File: config.mk
export PLATFORM = sky130hd
export DESIGN_NAME = hcbp_queue
export DESIGN_NICKNAME = d
export VERILOG_FILES = /design/src/hw/rtl/assert_macros.svh /design/src/hw/rtl/hcbp_pkg.sv /design/src/hw/rtl/hcbp_queue.sv
export SDC_FILE = /design/constraint.sdc
export NUM_CORES = 1
export LEC_CHECK = 0
export BUFFER_PORTS_ARGS = -buffer_cell sky130_fd_sc_hd__clkbuf_2
export CORE_ASPECT_RATIO = 1.1
export CORE_MARGIN = 3
export CORE_UTILIZATION = 40
export CTS_BUF_LIST = sky130_fd_sc_hd__clkbuf_4
export CTS_CLUSTER_SIZE = 8
export DETAILED_ROUTE_END_ITERATION = 8
export GPL_TIMING_DRIVEN = 1
export SLEW_MARGIN = 15
export SYNTH_ARGS = -nofsm -noshare
export SYNTH_HDL_FRONTEND = slang
export SYNTH_SLANG_ARGS = --single-unit
File: constraint.sdc
create_clock -name i_clk -period 3.2 [get_ports i_clk]
set_input_delay 0.48 -clock i_clk [delete_from_list [all_inputs] [get_ports i_clk]]
set_output_delay 0.48 -clock i_clk [all_outputs]
set_load 0.02 [all_outputs]
File: src/hw/rtl/assert_macros.svh
// assertion macros used by the rtl core
`ifndef ASSERT_MACROS_SVH
`define ASSERT_MACROS_SVH

// same-cycle implication, disabled while in reset
`define ASSERT_IMPLIES(lbl, clk, rst_n, ante, cons, msg) \
    lbl: assert property (@(posedge clk) disable iff (!rst_n) (ante) |-> (cons)) \
        else $error(msg);

// next-cycle implication, disabled while in reset
`define ASSERT_NEXT(lbl, clk, rst_n, ante, cons, msg) \
    lbl: assert property (@(posedge clk) disable iff (!rst_n) (ante) |=> (cons)) \
        else $error(msg);

`endif

File: src/hw/rtl/hcbp_pkg.sv
// types, constants and helpers of the huffman code bit packer
package hcbp_pkg;

    // field widths
    localparam int MODE_W = 2;
    localparam int SYM_W  = 8;
    localparam int WORD_W = 32;
    localparam int LEN_W  = 6;
    localparam int BYTE_W = 8;

    // packing buffer: residue bits plus one whole code word
    localparam int BUF_W = WORD_W + BYTE_W;
    localparam int CNT_W = $clog2(BUF_W + 1);

    // parameter defaults
    localparam int MAX_CODE_LEN_DEF = 32;
    localparam int NUM_SYMBOLS_DEF  = 256;

    // depth of the queue between front and back, power of two
    localparam int QUEUE_DEPTH = 2;

    typedef enum logic [MODE_W-1:0] {
        MODE_LOAD   = 2'd0,
        MODE_ENCODE = 2'd1,
        MODE_FLUSH  = 2'd2
    } t_mode;

    // one code table entry, code left aligned in the word
    typedef struct packed {
        logic [WORD_W-1:0] code;
        logic [LEN_W-1:0]  len;
    } t_entry;

    // one operation passed from front to back
    typedef struct packed {
        logic              flush;
        logic [WORD_W-1:0] code;
        logic [LEN_W-1:0]  len;
    } t_op;

    // queue status seen by both sides
    typedef struct packed {
        logic full;
        logic empty;
    } t_q_status;

    // move a right-aligned code of len bits to the top of the word, zeros below
    function automatic logic [WORD_W-1:0] align_code(input logic [WORD_W-1:0] word,
                                                     input logic [LEN_W-1:0]  len);
        logic [LEN_W:0] sh;
        sh = (LEN_W + 1)'(WORD_W) - {1'b0, len};
        return word << sh;
    endfunction

endpackage

File: src/hw/rtl/hcbp_queue.sv
// short fifo of operations between front and back
module hcbp_queue
    import hcbp_pkg::*;
(
    input  logic      i_clk,
    input  logic      i_rst_n,
    input  logic      i_push,
    input  t_op       i_push_op,
    input  logic      i_pop,
    output t_op       o_pop_op,
    output t_q_status o_status
);

    localparam int QAw = (QUEUE_DEPTH > 1) ? $clog2(QUEUE_DEPTH) : 1;

    t_op            r_mem [QUEUE_DEPTH];
    logic [QAw-1:0] r_wp;
    logic [QAw-1:0] r_rp;
    logic [QAw:0]   r_count;

    // storage
    always_ff @(posedge i_clk) begin
        if (i_push) begin
            r_mem[r_wp] <= i_push_op;
        end
    end

    // pointers and fill level
    always_ff @(posedge i_clk) begin
        if (!i_rst_n) begin
            r_wp    <= '0;
            r_rp    <= '0;
            r_count <= '0;
        end else begin
            if (i_push) begin
                r_wp <= r_wp + 1'b1;
            end
            if (i_pop) begin
                r_rp <= r_rp + 1'b1;
            end
            if (i_push && !i_pop) begin
                r_count <= r_count + 1'b1;
            end else if (i_pop && !i_push) begin
                r_count <= r_count - 1'b1;
            end
        end
    end

    assign o_pop_op       = r_mem[r_rp];
    assign o_status.full  = r_count == (QAw + 1)'(QUEUE_DEPTH);
    assign o_status.empty = r_count == '0;

endmodule

== Word level (Yosys, flattened, before mapping) ==
Memories as Yosys holds them, arrays and structs flattened. A register that Yosys moved wholly into a read port is not among the register bits.
Cells that the tools add are included.
Storage, ports and cells
  bits in registers: 4
  RAM bits: 78
  input bits: 43
  output and inout bits: 41
  word-level logic and storage cells: 21
  memories kept: 1
Cells by class
  add/subtract/negate cells: 4
  equality and inequality tests: 1
  multiplexer cells: 6
  reductions and logical operators: 6
Memories
  r_mem: words 2, bits a word 39, rd ports 1, clocked after Yosys merged registers in 1, write ports 1, RTL line hcbp_queue.sv:16  | t_op r_mem [QUEUE_DEPTH];
Operator list (count)
  1-bit 2-to-1 mux: 4
  2-bit 2-to-1 mux: 2
  1-bit adder (second input constant): 2
  2-bit by 1-bit adder with 2-bit output (second input constant): 1
  2-bit == test (second input constant): 1
  1-bit logical AND: 2
  1-bit zero test: 2
  2-bit zero test: 1
  2-bit nonzero test: 1
  2-bit by 1-bit subtractor with 2-bit output (second input constant): 1

== Depth between registers and ports, before layout ==
  word-level depth: 4
  mapped depth: 5
  depth with buffers taken out: 5

== Worst setup path after synthesis ==
Ideal clock, no wire load.
  path kind: input-to-reg
  start point: in i_push
  end point: mem r_mem[0][0] (netlist name), enable pin
  library setup time: 0.441 ns
  arrival: 2.258 ns
  required time: 2.759 ns
  path slack: 0.501 ns
  cell stages on the path: 1
  buffers on the path: 0
  path through: nor2b_1
On the way
  word-level cells in the longest chain between the ends: 2
Ends and longest elaborated chain
  from (decl): RTL line hcbp_queue.sv:7  | input logic i_push,
  1-bit 2-to-1 mux: RTL line hcbp_queue.sv:23  | if (i_push) begin
  1-bit 2-to-1 mux (not written as such): RTL line hcbp_queue.sv:24  | r_mem[r_wp] <= i_push_op;
  to (decl): RTL line hcbp_queue.sv:16
No other way between the ends.

==> results.py <==
metrics = {
    "run_status": {
        "status": "completed",
    },
    "die": {
        "rows": 32,
        "die_h_um": 97.3,
        "dieWidth_um": 89.0,
        "top_level_ports": 84,
        "start_util_pct": 42.3,
        "die-area_mm2": 0.00865,
        "core-area_mm2": 0.00717,
    },
    "power": {
        "vdd_drop_max_mv": 0.272,
        "leakage_uw": 0.00143,
        "power_density_mw_per_mm2": 596,
    },
    "setup_path": {
        "worstSetupPathType": "reg2out",
        "cp.required_ns": 2.72,
        "critPathArrivalTime_ns": 1.94,
        "slowest_stage": "dfxtp_2",
        "r2r_start": "r_wp$_SDFFE_PN0P_",
        "crit_path_max_fanout": 26,
        "max_stage_delay_ns": 0.56,
        "regToRegSetupSlack_ns": 1.61,
        "path_cells": "buf_4 -> mux2_2 -> clkbuf_2",
        "r2r_end": "r_mem[1][13]$_DFFE_PP_",
        "startpoint_type": "flip-flop",
        "worstSetupEndpointType": "output pin",
        "r2r_cells": 1,
    },
    "timing": {
        "min_period_over_period_pct": 75.6,
        "drv_slew": 0,
        "rsz0062_at_grt": "no",
        "relSlewSlack_pct": 36.8,
        "period_needed_ns": 2.42,
        "fin_skew_ns": 0.0186,
        "max_freq_mhz": 413,
        "setup_viol": 0,
        "holdWs_ns": 0.236,
        "hold_viol": 0,
        "setup_tns_ns": 0,
        "tightest_slew_ns": 0.948,
    },
    "min_path": {
        "hp-class": "in2reg",
        "whs_path_depth": 1,
        "holdPathEnd": "r_mem[0][10]$_DFFE_PP_",
        "worstHoldStart": "i_push_op[10]",
    },
    "layout": {
        "nNetsFinal": 280,
        "drive_above_1_share_pct": 60.2,
        "n_antenna_cell": 0,
        "layout_commonest_cell": "clkbuf_2",
        "area_delta_synth_final_pct": 22.6,
        "fin_area_mm2": 0.00371,
        "fillers": 625,
        "final_cell_mix": "clkbuf_2 (83), edfxtp_1 (78), mux2_2 (39)",
    },
    "detailed_routing": {
        "antenna_left": 0,
        "drtPass1Iterations": 4,
        "wl_per_cell_um": 15.4,
        "vias_per_cell": 4.74,
        "wirelength_um": 5010,
        "drt_iter0_markers": 64,
        "vias": 1544,
        "drc_errors": 0,
    },
    "clock_tree": {
        "htree_levels": 3,
        "clock_latency_ns": 0.42,
        "post_cts_buffers": 0,
        "cts.sinks": 83,
        "cts-root-buf": "clkbuf_4",
        "cts_hold_buffers": 0,
        "cts-buffers-inserted": 9,
        "ctsResizeCount": 0,
        "clkTransAtPathRegs_ns": 0.13,
        "cts_buffer_depth": 2,
        "cts_tree": "done",
    },
    "grt": {
        "grt_pass1_vias": 1565,
        "grt_max_degree": 40,
        "antenna_found_initial": 0,
        "grt_pass1_wl_um": 7710,
        "overflow": 0,
        "grtUsageTotal_pct": 12.1,
    },
    "placed_design": {
        "port_buffers": 83,
        "routabilityCongestion": 0.675,
        "placed_area_mm2": 0.00355,
    },
    "logic_synthesis": {
        "synth_area_leaders": "edfxtp_1 (77%), mux2_2 (14%), dfxtp_1 (3.3%)",
        "ys_types": 18,
        "yosysSeqAreaShare_pct": 80.6,
        "avgSynthCellArea_um2": 21.2,
        "yosys.area.top_type": "edfxtp_1",
        "yosysWarnings": 0,
        "synth_nets": 187,
        "ys_ff_latch": 83,
        "synth_cells": 143,
        "yosysTopAreaCellShare_pct": 77.3,
        "synth_area_mm2": 0.00303,
    },
    "job": {
        "maxCapViolCount": 0,
    },
}
[synth_stat cells]
cell,count
and2_1,4
nor2b_1,2
ha_1,1
and2b_2,1
or3_1,1
buf_4,1
xor2_1,2
xnor2_1,1
edfxtp_1,78
a21boi_1,1
buf_2,2
buf_6,1
dfxtp_1,5
inv_1,1
o21a_1,1
nor2_1,1
o21ai_0,1
mux2_2,39
[flip-flops by register name, summed over array words and instances, names as in the netlist, named ones only]
register,count
r_mem,78
r_count,2
r_rp,1
r_wp,1
[metrics by stage]
stage	power, uW	util, %	instances	setup WS [ns]
finish	2220	51.8	326	0.780
global route	2310	51.8	326	0.644
CTS	2250	51.8	326	0.704
detailed placement	1590	49.6	310	1.18
global placement	1580	49.6	310	1.21
floorplan	1480	-	143	0.501
[kinds of logic after synthesis]
kind of cell               Yosys count  share of synthesized area [%]
adders and majority gates            1                          0.413
DFF                                 83                           80.6
AOI/OAI and AO/OA                    3                          0.661
and+or+nand+nor                      9                           1.86
xor gates and xnor gates             3                          0.868
muxes                               39                           14.5
buffers and inverters                5                           1.07
[final cells by class]
| type | count | area (um2) | share of cell area [%] |
|---|---|---|---|
| Clock inverter | 5 | 77.6 | 2.09 |
| Sequential cell | 83 | 2440 | 65.8 |
| Clock buffer | 11 | 82.6 | 2.22 |
| Multi-Input combinational cell | 55 | 563 | 15.2 |
| Tap cell | 85 | 106 | 2.86 |
| Timing Repair Buffer | 86 | 438 | 11.8 |
| Inverter | 1 | 3.75 | 0.101 |
[power breakdown]
part / total [uW] / internal (uW) / leakage, uW / switching [uW]
logic: 283 / 121 / 0.000569 / 162
clock network: 660 / 332 / 0.0000868 / 328
registers: 1270 / 1250 / 0.000774 / 21.8
[how the worst max path moves through the flow]
stage | startpoint | to | slack [ns] | depth (start not counted)
after global placement | flip-flop | o_pop_op[1] | 1.21 | 3
after detailed placement | flip-flop | o_pop_op[1] | 1.18 | 3
final | flip-flop | o_pop_op[1] | 0.78 | 3
after CTS | flip-flop | o_pop_op[1] | 0.70 | 3
after global routing | flip-flop | o_pop_op[1] | 0.64 | 3
after floorplan | i_push | r_mem[0][0]$_DFFE_PP_ | 0.50 | 1
[layer usage]
| layer | GRT usage, % | part of all wire [%] |
|---|---|---|
| met5 | 0 | 0 |
| met4 | 6.19 | 1.4 |
| met3 | 4.24 | 6.5 |
| met2 | 18.6 | 49 |
| met1 | 14.9 | 43 |
[critical path: cells and delay by family (launching register included)]
kind / cells / cell delay (ns)
buffers and inverters: 2 / 0.56
DFF: 1 / 0.56
muxes: 1 / 0.40
(Power assumes the default switching activity.)
