--- src/hw/rtl/assert_macros.svh ---
// assertion macros used by the rtl core
`ifndef ASSERT_MACROS_SVH
`define ASSERT_MACROS_SVH

// same-cycle implication, disabled while in reset
`define ASSERT_IMPLIES(lbl, clk, rst_n, ante, cons, msg) \
    lbl: assert property (@(posedge clk) disable iff (!rst_n) (ante) |-> (cons)) \
        else $error(msg);

// next-cycle implication, disabled while in reset
`define ASSERT_NEXT(lbl, clk, rst_n, ante, cons, msg) \
    lbl: assert property (@(posedge clk) disable iff (!rst_n) (ante) |=> (cons)) \
        else $error(msg);

`endif

--- src/hw/rtl/hcbp_pkg.sv ---
// types, constants and helpers of the huffman code bit packer
package hcbp_pkg;

    // field widths
    localparam int MODE_W = 2;
    localparam int SYM_W  = 8;
    localparam int WORD_W = 32;
    localparam int LEN_W  = 6;
    localparam int BYTE_W = 8;

    // packing buffer: residue bits plus one whole code word
    localparam int BUF_W = WORD_W + BYTE_W;
    localparam int CNT_W = $clog2(BUF_W + 1);

    // parameter defaults
    localparam int MAX_CODE_LEN_DEF = 32;
    localparam int NUM_SYMBOLS_DEF  = 256;

    // depth of the queue between front and back, power of two
    localparam int QUEUE_DEPTH = 2;

    typedef enum logic [MODE_W-1:0] {
        MODE_LOAD   = 2'd0,
        MODE_ENCODE = 2'd1,
        MODE_FLUSH  = 2'd2
    } t_mode;

    // one code table entry, code left aligned in the word
    typedef struct packed {
        logic [WORD_W-1:0] code;
        logic [LEN_W-1:0]  len;
    } t_entry;

    // one operation passed from front to back
    typedef struct packed {
        logic              flush;
        logic [WORD_W-1:0] code;
        logic [LEN_W-1:0]  len;
    } t_op;

    // queue status seen by both sides
    typedef struct packed {
        logic full;
        logic empty;
    } t_q_status;

    // move a right-aligned code of len bits to the top of the word, zeros below
    function automatic logic [WORD_W-1:0] align_code(input logic [WORD_W-1:0] word,
                                                     input logic [LEN_W-1:0]  len);
        logic [LEN_W:0] sh;
        sh = (LEN_W + 1)'(WORD_W) - {1'b0, len};
        return word << sh;
    endfunction

endpackage

--- src/hw/rtl/hcbp_if.sv ---


interface hcbp_out_if
    import hcbp_pkg::*;
();
    logic              valid;
    logic              ready;
    logic [BYTE_W-1:0] out_byte;
    logic              last;

    modport source (output valid, out_byte, last, input ready);
    modport sink   (input valid, out_byte, last, output ready);
endinterface

--- src/hw/rtl/hcbp_back.sv ---
// back: packs code bits msb first and drains whole bytes to the output register
module hcbp_back
    import hcbp_pkg::*;
(
    input  logic             i_clk,
    input  logic             i_rst_n,
    input  t_q_status        i_q_status,
    input  t_op              i_pop_op,
    output logic             o_pop,
    hcbp_out_if.source       o_out,
    output logic [CNT_W-1:0] o_bit_count
);

    localparam logic [CNT_W-1:0] ByteCnt    = CNT_W'(BYTE_W);
    localparam logic [CNT_W-1:0] TwoByteCnt = CNT_W'(2 * BYTE_W);

    // bits are kept left aligned, everything below the held bits is zero
    logic [BUF_W-1:0]  r_buf;
    logic [CNT_W-1:0]  r_cnt;
    logic [BUF_W-1:0]  n_buf;
    logic [CNT_W-1:0]  n_cnt;
    logic              r_ov;
    logic [BYTE_W-1:0] r_obyte;
    logic              r_olast;
    logic              emitting;
    logic              slot_free;
    logic              emit;

    assign emitting  = r_cnt >= ByteCnt;
    assign slot_free = !r_ov || o_out.ready;
    assign o_pop     = !emitting && !i_q_status.empty;

    // next packing state
    always_comb begin
        n_buf = r_buf;
        n_cnt = r_cnt;
        emit  = 1'b0;
        if (emitting) begin
            if (slot_free) begin
                emit  = 1'b1;
                n_buf = r_buf << BYTE_W;
                n_cnt = r_cnt - ByteCnt;
            end
        end else if (o_pop) begin
            if (i_pop_op.flush) begin
                // pad the partial byte with the zeros already below it
                if (r_cnt != '0) begin
                    n_cnt = ByteCnt;
                end
            end else begin
                n_buf = r_buf | ({i_pop_op.code, {BYTE_W{1'b0}}} >> r_cnt);
                n_cnt = r_cnt + CNT_W'(i_pop_op.len);
            end
        end
    end

    // packing registers
    always_ff @(posedge i_clk) begin
        if (!i_rst_n) begin
            r_buf <= '0;
            r_cnt <= '0;
        end else begin
            r_buf <= n_buf;
            r_cnt <= n_cnt;
        end
    end

    // output register
    always_ff @(posedge i_clk) begin
        if (!i_rst_n) begin
            r_ov <= 1'b0;
        end else if (emit) begin
            r_ov <= 1'b1;
        end else if (o_out.ready) begin
            r_ov <= 1'b0;
        end
    end

    always_ff @(posedge i_clk) begin
        if (emit) begin
            r_obyte <= r_buf[BUF_W-1 -: BYTE_W];
            r_olast <= r_cnt < TwoByteCnt;
        end
    end

    assign o_out.valid    = r_ov;
    assign o_out.out_byte = r_obyte;
    assign o_out.last     = r_olast;
    assign o_bit_count    = r_cnt;

endmodule

--- src/flat_wrapper.sv ---
// flat-port wrapper written by rule: the top's interface ports become plain ports
module hcbp_back_flat import hcbp_pkg::*;
  (i_clk, i_rst_n, i_q_status, i_pop_op, o_pop, o_bit_count, o_out_valid, o_out_out_byte, o_out_last, o_out_ready);
  hcbp_out_if o_out_i ();
  input  logic i_clk;
  input  logic i_rst_n;
  input  t_q_status i_q_status;
  input  t_op i_pop_op;
  output logic o_pop;
  output logic [CNT_W-1:0] o_bit_count;
  output wire logic [$bits(o_out_i.valid)-1:0] o_out_valid;
  output wire logic [$bits(o_out_i.out_byte)-1:0] o_out_out_byte;
  output wire logic [$bits(o_out_i.last)-1:0] o_out_last;
  input wire logic [$bits(o_out_i.ready)-1:0] o_out_ready;
  assign o_out_valid = o_out_i.valid;
  assign o_out_out_byte = o_out_i.out_byte;
  assign o_out_last = o_out_i.last;
  assign o_out_i.ready = o_out_ready;
  hcbp_back u_core (.i_clk(i_clk), .i_rst_n(i_rst_n), .i_q_status(i_q_status), .i_pop_op(i_pop_op), .o_pop(o_pop), .o_out(o_out_i), .o_bit_count(o_bit_count));
endmodule
--- config.mk ---
export PLATFORM = sky130hd
export DESIGN_NAME = hcbp_back_flat
export DESIGN_NICKNAME = d
export VERILOG_FILES = /design/src/hw/rtl/assert_macros.svh /design/src/hw/rtl/hcbp_pkg.sv /design/src/hw/rtl/hcbp_if.sv /design/src/hw/rtl/hcbp_back.sv /design/src/flat_wrapper.sv
export SDC_FILE = /design/constraint.sdc
export NUM_CORES = 1
export LEC_CHECK = 0
export BUFFER_PORTS_ARGS = -buffer_cell sky130_fd_sc_hd__buf_2
export CAP_MARGIN = 15
export CORE_MARGIN = 4
export CORE_UTILIZATION = 63
export DETAILED_ROUTE_END_ITERATION = 10
export PLACE_DENSITY = 0.86
export SLEW_MARGIN = 0
export SYNTH_ARGS = -nofsm -noshare
export SYNTH_HDL_FRONTEND = slang
export SYNTH_SLANG_ARGS = --single-unit
--- constraint.sdc ---
create_clock -name i_clk -period 4.09 [get_ports i_clk]
set_input_delay 0.818 -clock i_clk [delete_from_list [all_inputs] [get_ports i_clk]]
set_output_delay 0.818 -clock i_clk [all_outputs]
set_load 0.02 [all_outputs]
# [Word level (Yosys, flattened, before mapping)]
# Cells that the tools add are included.
[totals] in_bits=44 ff_bits=56 output_inout_bits=17 elab_cells=37
[classes] n_shift=1 n_bitwise=1 eq_ne=3 order_cmp=2 reduce_logical=10 mux=13 n_addsub=2
[op_table] cell="two-way mux 40 bit" count=4
[op_table] cell="bitwise OR 40 bit" count=1
[op_table] cell="right shift 40 x 6 -> 40 bit" count=1
[op_table] cell="two-way mux 6 bit" count=5
[op_table] cell="adder 6 bit" count=1
[op_table] cell=">= comparator 6 x 4 -> 1 bit (second input constant)" count=1
[op_table] cell="< comparator 6 x 5 -> 1 bit (second input constant)" count=1
[op_table] cell="AND reduction 3 bit" count=2
[op_table] cell="nonzero test 6 bit" count=1
[op_table] cell="subtractor 6 x 4 -> 6 bit (second input constant)" count=1
[op_table] cell="two-way mux 1 bit" count=4
[op_table] cell="nonzero test 2 bit" count=2
[op_table] cell="zero test 1 bit" count=3
[op_table] cell="!= test 3 x 1 -> 1 bit (second input constant)" count=1
[op_table] cell="!= test 2 x 1 -> 1 bit (second input constant)" count=1
[op_table] cell="!= test 2 bit (second input constant)" count=1
[op_table] cell="logical AND 1 bit" count=1
[op_table] cell="logical OR 1 bit" count=1

# [Depth between registers and ports, before layout]
# Gate-level depths: netlist of the first run.
[logic_depth] word_depth=5 mapped_depth=10 depth_no_buf=8

# [Least setup slack after synthesis of the first run]
# No wires, ideal clock.
[synth_path] kind="input port to output port" from="in i_q_status[0] (netlist name)" to="out o_pop" path_slack_ns=1.614 path_buffers=1 path_stages=3 t_required_ns=3.272 arrival_time_ns=1.658 cell_sequence="or4_1 -> clkbuf_2 -> nor2_1"
[synth_between] elab_chain_cells=2
[synth_lines] element="from (decl)" line="flat_wrapper.sv:7" rtl="input t_q_status i_q_status;"
[synth_lines] element="zero test 1 bit" line="hcbp_back.sv:31" rtl="assign o_pop = !emitting && !i_q_status.empty;"
[synth_lines] element="logical AND 1 bit" line="hcbp_back.sv:31"
[synth_lines] element="to (decl)" line="flat_wrapper.sv:9" rtl="output logic o_pop;"
# No other way between the ends.

# [Final worst setup path of the first run]
[layout_path] from="reg u_core.r_cnt[4] (netlist: u_core.o_bit_count[4])" to="out o_pop"
[layout_between] elab_chain_cells=3
[layout_lines] element="from (decl)" line="hcbp_back.sv:19" rtl="logic [CNT_W-1:0] r_cnt;"
[layout_lines] element="from (signal assigned)" line="hcbp_back.sv:64" rtl="r_cnt <= n_cnt;"
[layout_lines] element=">= comparator 6 x 4 -> 1 bit" line="hcbp_back.sv:29" rtl="assign emitting = r_cnt >= ByteCnt;"
[layout_lines] element="zero test 1 bit" line="hcbp_back.sv:31"
[layout_lines] element="logical AND 1 bit" line="hcbp_back.sv:31"
# No other way between the ends.

==> impl_metrics.env, run 1 <==
export IMPL_status="finished, final reports clean"
export IMPL_grt_use_total_pct=29.56
export IMPL_drt_pass1_iter_count=7
export IMPL_ys_async_sr_fraction_pct=0
export IMPL_cts_setup_buffers=0
export IMPL_ctsHoldBuffers=0
export IMPL_clock_latency_ns=0.32
export IMPL_syn_instance_count=482
export IMPL_switchingPower_w=0.001382
export IMPL_drc=0
export IMPL_crit_slowest_cell="dfxtp_1"
export IMPL_timing_hold_ws_ns=0.4328
export IMPL_skew_ns=0.01691
export IMPL_crit_family="buffers and inverters"
export IMPL_place_ws_ns=1.161
export IMPL_cp_arrival_ns=2.27
export IMPL_syn_nets=534
export IMPL_postSynthAreaPerCell_sq_um=9.005
export IMPL_layout_commonest_cell="nand2_1"
export IMPL_numCtsBuffers=5
export IMPL_vias=4212
export IMPL_maxCapViolations=0
export IMPL_area_delta_synth_final_pct=6.774
export IMPL_stdcell_area_sq_mm=0.004634
export IMPL_muxShareOfSynthArea_pct=23.70
export IMPL_synth_area_leader_cell="dfxtp_1"
export IMPL_top_layer_used="met4"
export IMPL_post_drt_wl_per_cell_um=21.20
export IMPL_hold_viol_final=0
export IMPL_clk_pin_slew_ns=0.12
export IMPL_antenna_found_initial=0
export IMPL_gp_congestion=0.9611
export IMPL_placed_area_sq_mm=0.004523
export IMPL_cp_cell_sequence="inv_1, ha_1, nor4b_4, nor2_1, buf_2"
export IMPL_crit_fanout=14
export IMPL_antenna_left=0
export IMPL_fp_dieArea_sq_mm=0.008282
export IMPL_pwr_share_seq_pct=31.5
export IMPL_grt_pass1_wl_um=19990
export IMPL_clkPwrFrac_pct=11.2
export IMPL_clk_path_buf_depth=2
export IMPL_core_area_sq_mm=0.006531
export IMPL_wl_met1_um=5102
export IMPL_die_h_um=91.01
export IMPL_rsz0062_at_grt="false"
export IMPL_pin_count=61
export IMPL_nNetsFinal=568
export IMPL_slew_violations=0
export IMPL_synth_cell_type_count=71
export IMPL_synthSimpleGateAreaFrac_pct=16.03
export IMPL_synth_flop_cell="dfxtp_1"
export IMPL_power_density_mw_per_mm2=620.0
export IMPL_synth_top_cell_area_share_pct=21.68
export IMPL_wl_met2_um=5661
export IMPL_cts_root_buffer="clkbuf_8"
export IMPL_synthAdderAreaFrac_pct=2.479
export IMPL_final_util_pct=70.96
export IMPL_p_leak_nw=1.854
export IMPL_portBuffers=59
export IMPL_path_buf_inv=2
export IMPL_synthesis_area_sq_mm=0.004340
export IMPL_grt_pass1_vias=3897
export IMPL_layout_min_cycle_time_ns=3.084
export IMPL_start_util_pct=66.46
export IMPL_worst_pin_slew_ns=0.9994
export IMPL_dp_hpwl_um=9065
export IMPL_grt_ovfl_total=0
export IMPL_setup_viol=0
export IMPL_ys_seq_area_share_pct=27.90
export IMPL_synth_compound_area_share_pct=22.23
export IMPL_synth_edff_count=9
export IMPL_crit_type="register to output port"
export IMPL_synth_top_family_by_area="multiplexers"
export IMPL_fin_crit_sh_pct=75.39
export IMPL_fillers=520
export IMPL_post_cts_resized=0
export IMPL_routed_wl_um=12600
export IMPL_min_path_type="register to register"
export IMPL_p_comb_share_pct=57.3
export IMPL_mostFrequentLayoutCells="nand2_1 (69), buf_2 (59), a21oi_1 (47)"
export IMPL_ir_drop_mv=0.3568
export IMPL_yosys_warnings=0
export IMPL_finalSetupTns_ns=0
export IMPL_switching_share_pct=48.11
export IMPL_die_w_um=91.01
export IMPL_fmax_mhz=324.3
export IMPL_crit_required_ns=3.27
export IMPL_clock_sinks=56
export IMPL_drive_above_1_share_pct=23.40
export IMPL_cts_tree="done"
export IMPL_cp_end_kind="output port"
export IMPL_drt_initial_drc_count=630
export IMPL_worst_path_largest_cell_delay_ns=0.49
export IMPL_synth_seq_cells=56
export IMPL_antenna_cells=0
export IMPL_viasPerCell=7.091
export IMPL_synth_area_leaders="dfxtp_1 (22%), mux4_2 (11%), edfxtp_1 (6.2%)"
export IMPL_grt_max_degree=49
export IMPL_timing_final_ws_setup_ns=1.006
export IMPL_wl_met3_um=1267
export IMPL_intPower_w=0.001491
export IMPL_rows=29
export IMPL_slew_headroom_pct=33.37
export IMPL_start_kind="register"
export IMPL_htreeDepth=2
export IMPL_synth_xor_area_share_pct=0.8071
worst paths after layout:
check	slack (ns)	startpoint	cells past startpoint	endpoint
worst max-delay path	1.01	u_core.o_bit_count[4]	5	o_pop
worst min-delay path	0.43	u_core.r_buf[33]	0	u_core.o_out.out_byte[1]
worst max register to register	1.05	u_core.o_bit_count[4]	8	u_core.r_buf[6]
worst min register to register	0.43	u_core.r_buf[33]	0	u_core.o_out.out_byte[1]
stage by stage:
stage	cells	power, W
after detailed placement	585	0.002500
after global routing	594	0.003048
final	594	0.002873
after floorplan	482	0.002107
after global placement	585	0.002463
after CTS	593	0.002824
state kept, by name, indices dropped and copies added, names as in the netlist:
| signal | flops |
|---|---|
| u_core.o_out.last | 1 |
| u_core.o_out.out_byte | 8 |
| u_core.r_buf | 40 |
| u_core.o_bit_count | 6 |
| u_core.o_out.valid | 1 |
power groups by stage:
stage                     clock [W]  sequential (W)  combinational, W
final                      0.000322        0.000905           0.00165
after global routing       0.000348        0.000925           0.00178
after CTS                  0.000326        0.000909           0.00159
after detailed placement          0        0.000922           0.00158
after global placement            0        0.000914           0.00155
after floorplan                   0        0.000948           0.00116
synth_stat cells (2+ instances only):
master,number
a21o_1,3
mux2i_1,27
nor4_1,2
a311oi_1,2
dfxtp_1,47
or2_2,3
o21ai_0,34
xnor2_1,3
o211a_1,2
buf_2,7
a2111oi_0,2
nor3b_1,2
mux4_1,7
o21a_1,2
o211ai_1,2
nor2_1,34
nand3_1,10
a211oi_1,6
buf_6,7
mux2_2,9
ha_1,7
nand2b_1,3
a211o_1,3
o21ai_1,2
a22oi_1,2
nor3_1,11
edfxtp_1,9
nor2b_1,4
o31a_1,2
a21oi_1,47
buf_1,2
a311o_1,2
a221oi_1,4
o22ai_1,5
mux4_2,21
o221a_2,4
buf_12,2
and3_1,5
a31oi_1,11
nand2_1,69
inv_1,8
buf_4,4
clkbuf_1,16
per-layer routing:
metal / up-vias / track usage, %
met4: 0 / 12.19
met5: - / 0
met2: 296 / 45.98
met1: 1964 / 41.03
met3: 64 / 5.041
li1: 1888 / -
cell families after synthesis:
logic type | after synthesis
simple gates | 152
buf+inv | 49
fa+ha+maj | 8
xor+xnor | 4
mux | 64
flops | 56
compound gates | 149
area by class of cell:
class                   instances  area [sq um]  area share (%)
multi-input cells             377          2831           61.10
flip-flops and latches         56          1214           26.19
repair buffers                 67         367.9           7.937
well taps                      77         96.34           2.079
clock buffers                   5         68.82           1.485
inverters                       9         33.78          0.7289
clock inverters                 3         22.52          0.4860
worst register-to-register path: stages (launching register included):
cell,delay (ns)
dfxtp_1,0.66
inv_1,0.39
ha_1,0.31
nor4b_4,0.16
o21ai_4,0.20
buf_4,0.30
nand2_1,0.38
and3_1,0.27
o31a_1,0.26
(Power assumes the default switching activity.)
==> run 2, diff against run 1 <==
- ABC_AREA: not set -> 1
- CORE_UTILIZATION: 63 -> 53
- PLACE_DENSITY: 0.86 -> 0.78
- clock period: 4.09 -> 2.6 ns (I/O delays scaled with it)
==> impl_metrics.env, run 2 <==
export IMPL_final_cells=783
export IMPL_grt_max_degree=37
export IMPL_pin_count=61
export IMPL_skew_ns=0.008619
export IMPL_synthesis_area_sq_mm=0.004209
export IMPL_mostFrequentLayoutCells="nand3_1 (162), nand2_1 (147), buf_2 (59)"
export IMPL_switching_share_pct=54.93
export IMPL_cts_setup_buffers=0
export IMPL_min_delay_start="u_core.r_buf[39]"
export IMPL_min_path_type="register to register"
export IMPL_clkPwrFrac_pct=8.3
export IMPL_synth_top_cell_area_share_pct=22.35
export IMPL_synthTopCellsByCount="nand3_1 (162), nand2_1 (147), a21oi_1 (49)"
export IMPL_numCtsBuffers=5
export IMPL_dp_hpwl_um=8656
export IMPL_crit_type="register to output port"
export IMPL_antenna_left=0
export IMPL_start_util_pct=54.47
export IMPL_ir_drop_mv=0.4709
export IMPL_gp_congestion=0.9782
export IMPL_setup_viol=0
export IMPL_r2r_start="u_core.o_bit_count[2]"
export IMPL_syn_instance_count=645
export IMPL_antenna_found_initial=0
export IMPL_cts_tree="done"
export IMPL_path_buf_inv=2
export IMPL_drt_pass1_iter_count=6
export IMPL_grt_ovfl_total=0
export IMPL_worst_pin_slew_ns=0.5346
export IMPL_grt_use_total_pct=23.84
export IMPL_regMostFlops="u_core.r_buf"
export IMPL_layout_commonest_cell="nand3_1"
export IMPL_post_drt_wl_per_cell_um=14.40
export IMPL_postSynthAreaPerCell_sq_um=6.526
export IMPL_layout_min_cycle_time_ns=2.183
export IMPL_synth_most_common_cell="nand3_1"
export IMPL_ys_seq_area_share_pct=28.78
export IMPL_cp_end_kind="output port"
export IMPL_status="finished, final reports clean"
export IMPL_yosys_warnings=0
export IMPL_p_comb_share_pct=68.6
export IMPL_rows=32
export IMPL_fmax_mhz=458.1
export IMPL_worst_path_largest_cell_delay_ns=0.40
export IMPL_vias=4515
export IMPL_maxCapViolations=0
export IMPL_cts_root_buffer="clkbuf_8"
export IMPL_placed_cells=775
export IMPL_rsz0062_at_grt="false"
export IMPL_area_delta_synth_final_pct=8.264
export IMPL_htreeDepth=2
export IMPL_p_leak_nw=2.080
export IMPL_drt_initial_drc_count=384
export IMPL_clock_latency_ns=0.31
export IMPL_routed_wl_um=11280
export IMPL_synth_area_leader_cell="dfxtp_1"
export IMPL_grt_pass1_vias=4091
export IMPL_pwr_share_seq_pct=23.2
export IMPL_intPower_w=0.002753
export IMPL_fillers=767
export IMPL_clk_path_buf_depth=2
export IMPL_crit_slowest_cell="dfxtp_1"
export IMPL_fp_dieArea_sq_mm=0.009431
export IMPL_switchingPower_w=0.003356
export IMPL_ctsHoldBuffers=0
export IMPL_largest_register_ffs=40
export IMPL_viasPerCell=5.766
export IMPL_start_kind="register"
export IMPL_clock_sinks=56
export IMPL_fin_crit_sh_pct=83.95
export IMPL_antenna_cells=0
export IMPL_core_area_sq_mm=0.007727
export IMPL_finalSetupTns_ns=0
export IMPL_drive_above_1_share_pct=15.86
export IMPL_drc=0
export IMPL_ys_async_sr_fraction_pct=0
export IMPL_clk_pin_slew_ns=0.11
export IMPL_synth_edff_count=9
export IMPL_syn_nets=697
export IMPL_cp_cell_sequence="inv_4, ha_1, nand3_4, nand2_8, nor2_2, buf_2"
export IMPL_synth_flop_cell="dfxtp_1"
export IMPL_grt_pass1_wl_um=18950
export IMPL_die_w_um=97.12
export IMPL_crit_required_ns=2.08
export IMPL_cp_startpoint="u_core.o_bit_count[4]"
export IMPL_crit_fanout=23
export IMPL_portBuffers=59
export IMPL_slew_headroom_pct=64.32
export IMPL_synth_cell_type_count=46
export IMPL_synth_area_leaders="dfxtp_1 (22%), nand3_1 (19%), nand2_1 (13%)"
export IMPL_power_density_mw_per_mm2=1341
export IMPL_die_h_um=97.12
export IMPL_crit_family="simple AND/OR/NAND/NOR gates"
export IMPL_cp_arrival_ns=1.66
export IMPL_synth_seq_cells=56
export IMPL_hold_viol_final=0
export IMPL_post_cts_resized=0
export IMPL_nNetsFinal=732
export IMPL_slew_violations=0
run 2: cell types whose count changed after synthesis, moves of 6 or more:
| cell | change |
|---|---|
| mux4_2 | -21 |
| mux2_2 | -9 |
| a31oi_1 | -10 |
| o22ai_2 | +6 |
| clkbuf_1 | -9 |
| nand2_1 | +78 |
| inv_1 | +33 |
| mux2i_1 | -27 |
| nand3_1 | +152 |
| buf_2 | +6 |
| mux4_1 | -7 |
| o21ai_1 | +13 |
| nor3_1 | -10 |
run 2: cells by family (layout without fill, tap and decap cells):
kind of cell | count (synthesis) | in the layout | synth area share, %
and+or+nand+nor | 368 | 368 | 40.84
AOI/OAI and AO/OA | 122 | 122 | 17.00
buffers and inverters | 88 | 124 | 10.20
DFF | 56 | 56 | 28.78
adders and majority gates | 8 | 8 | 2.556
xor gates and xnor gates | 3 | 3 | 0.6244
run 2: metrics by stage:
stage               setup slack [ns]  util, %  hold slack (ns)  total power, W  area [sq um]
finish                        0.4172    58.97           0.4424        0.006109          4557
global route                  0.3132    58.97           0.4626        0.006668          4557
CTS                           0.4093    58.97           0.4466        0.006063          4557
detailed placement            0.5577    57.72           0.4183        0.005555          4461
global placement              0.5917    57.72           0.4138        0.005490          4461
floorplan                     0.5330        -           0.4082        0.004727          4209
run 2: layout make-up:
class	count	area (sq um)	share of cell area [%]
multi-input combinational	501	2569	56.37
sequential	56	1211	26.58
timing repair buffer	68	362.8	7.963
inverter	48	190.2	4.174
tap	102	127.6	2.801
clock buffer	5	68.82	1.510
clock inverter	3	27.53	0.6041
run 2: path summary, 6_finish.rpt:
check             cells after the start                        to  slack [ns]
setup / recovery                      6                     o_pop        0.42
hold / removal                        0  u_core.o_out.out_byte[7]        0.44
setup reg to reg                      8           u_core.r_buf[3]        0.46
hold reg to reg                       0  u_core.o_out.out_byte[7]        0.44
run 2: worst register-to-register path, stage by stage (launching register included):
cell     delay (ns)
dfxtp_1        0.47
buf_4          0.38
inv_1          0.09
buf_4          0.24
o31ai_2        0.43
nand2_1        0.09
a21oi_1        0.17
nand2_1        0.08
a21oi_1        0.12
run 2: routing by layer:
layer | GRT usage (%) | vias up | wire, um
met2 | 41.45 | 167 | 5533
met1 | 30.07 | 2060 | 4679
met4 | 7.343 | 0 | 264
met3 | 4.092 | 29 | 798
li1 | - | 2259 | -
met5 | 0 | - | 0
run 2: power groups by stage:
stage / clock network, W / logic (W) / registers, W
after floorplan: 0 / 0.00320 / 0.00153
after global placement: 0 / 0.00407 / 0.00142
after detailed placement: 0 / 0.00412 / 0.00144
after CTS: 0.000512 / 0.00414 / 0.00142
after global routing: 0.000561 / 0.00465 / 0.00146
final: 0.000506 / 0.00419 / 0.00141
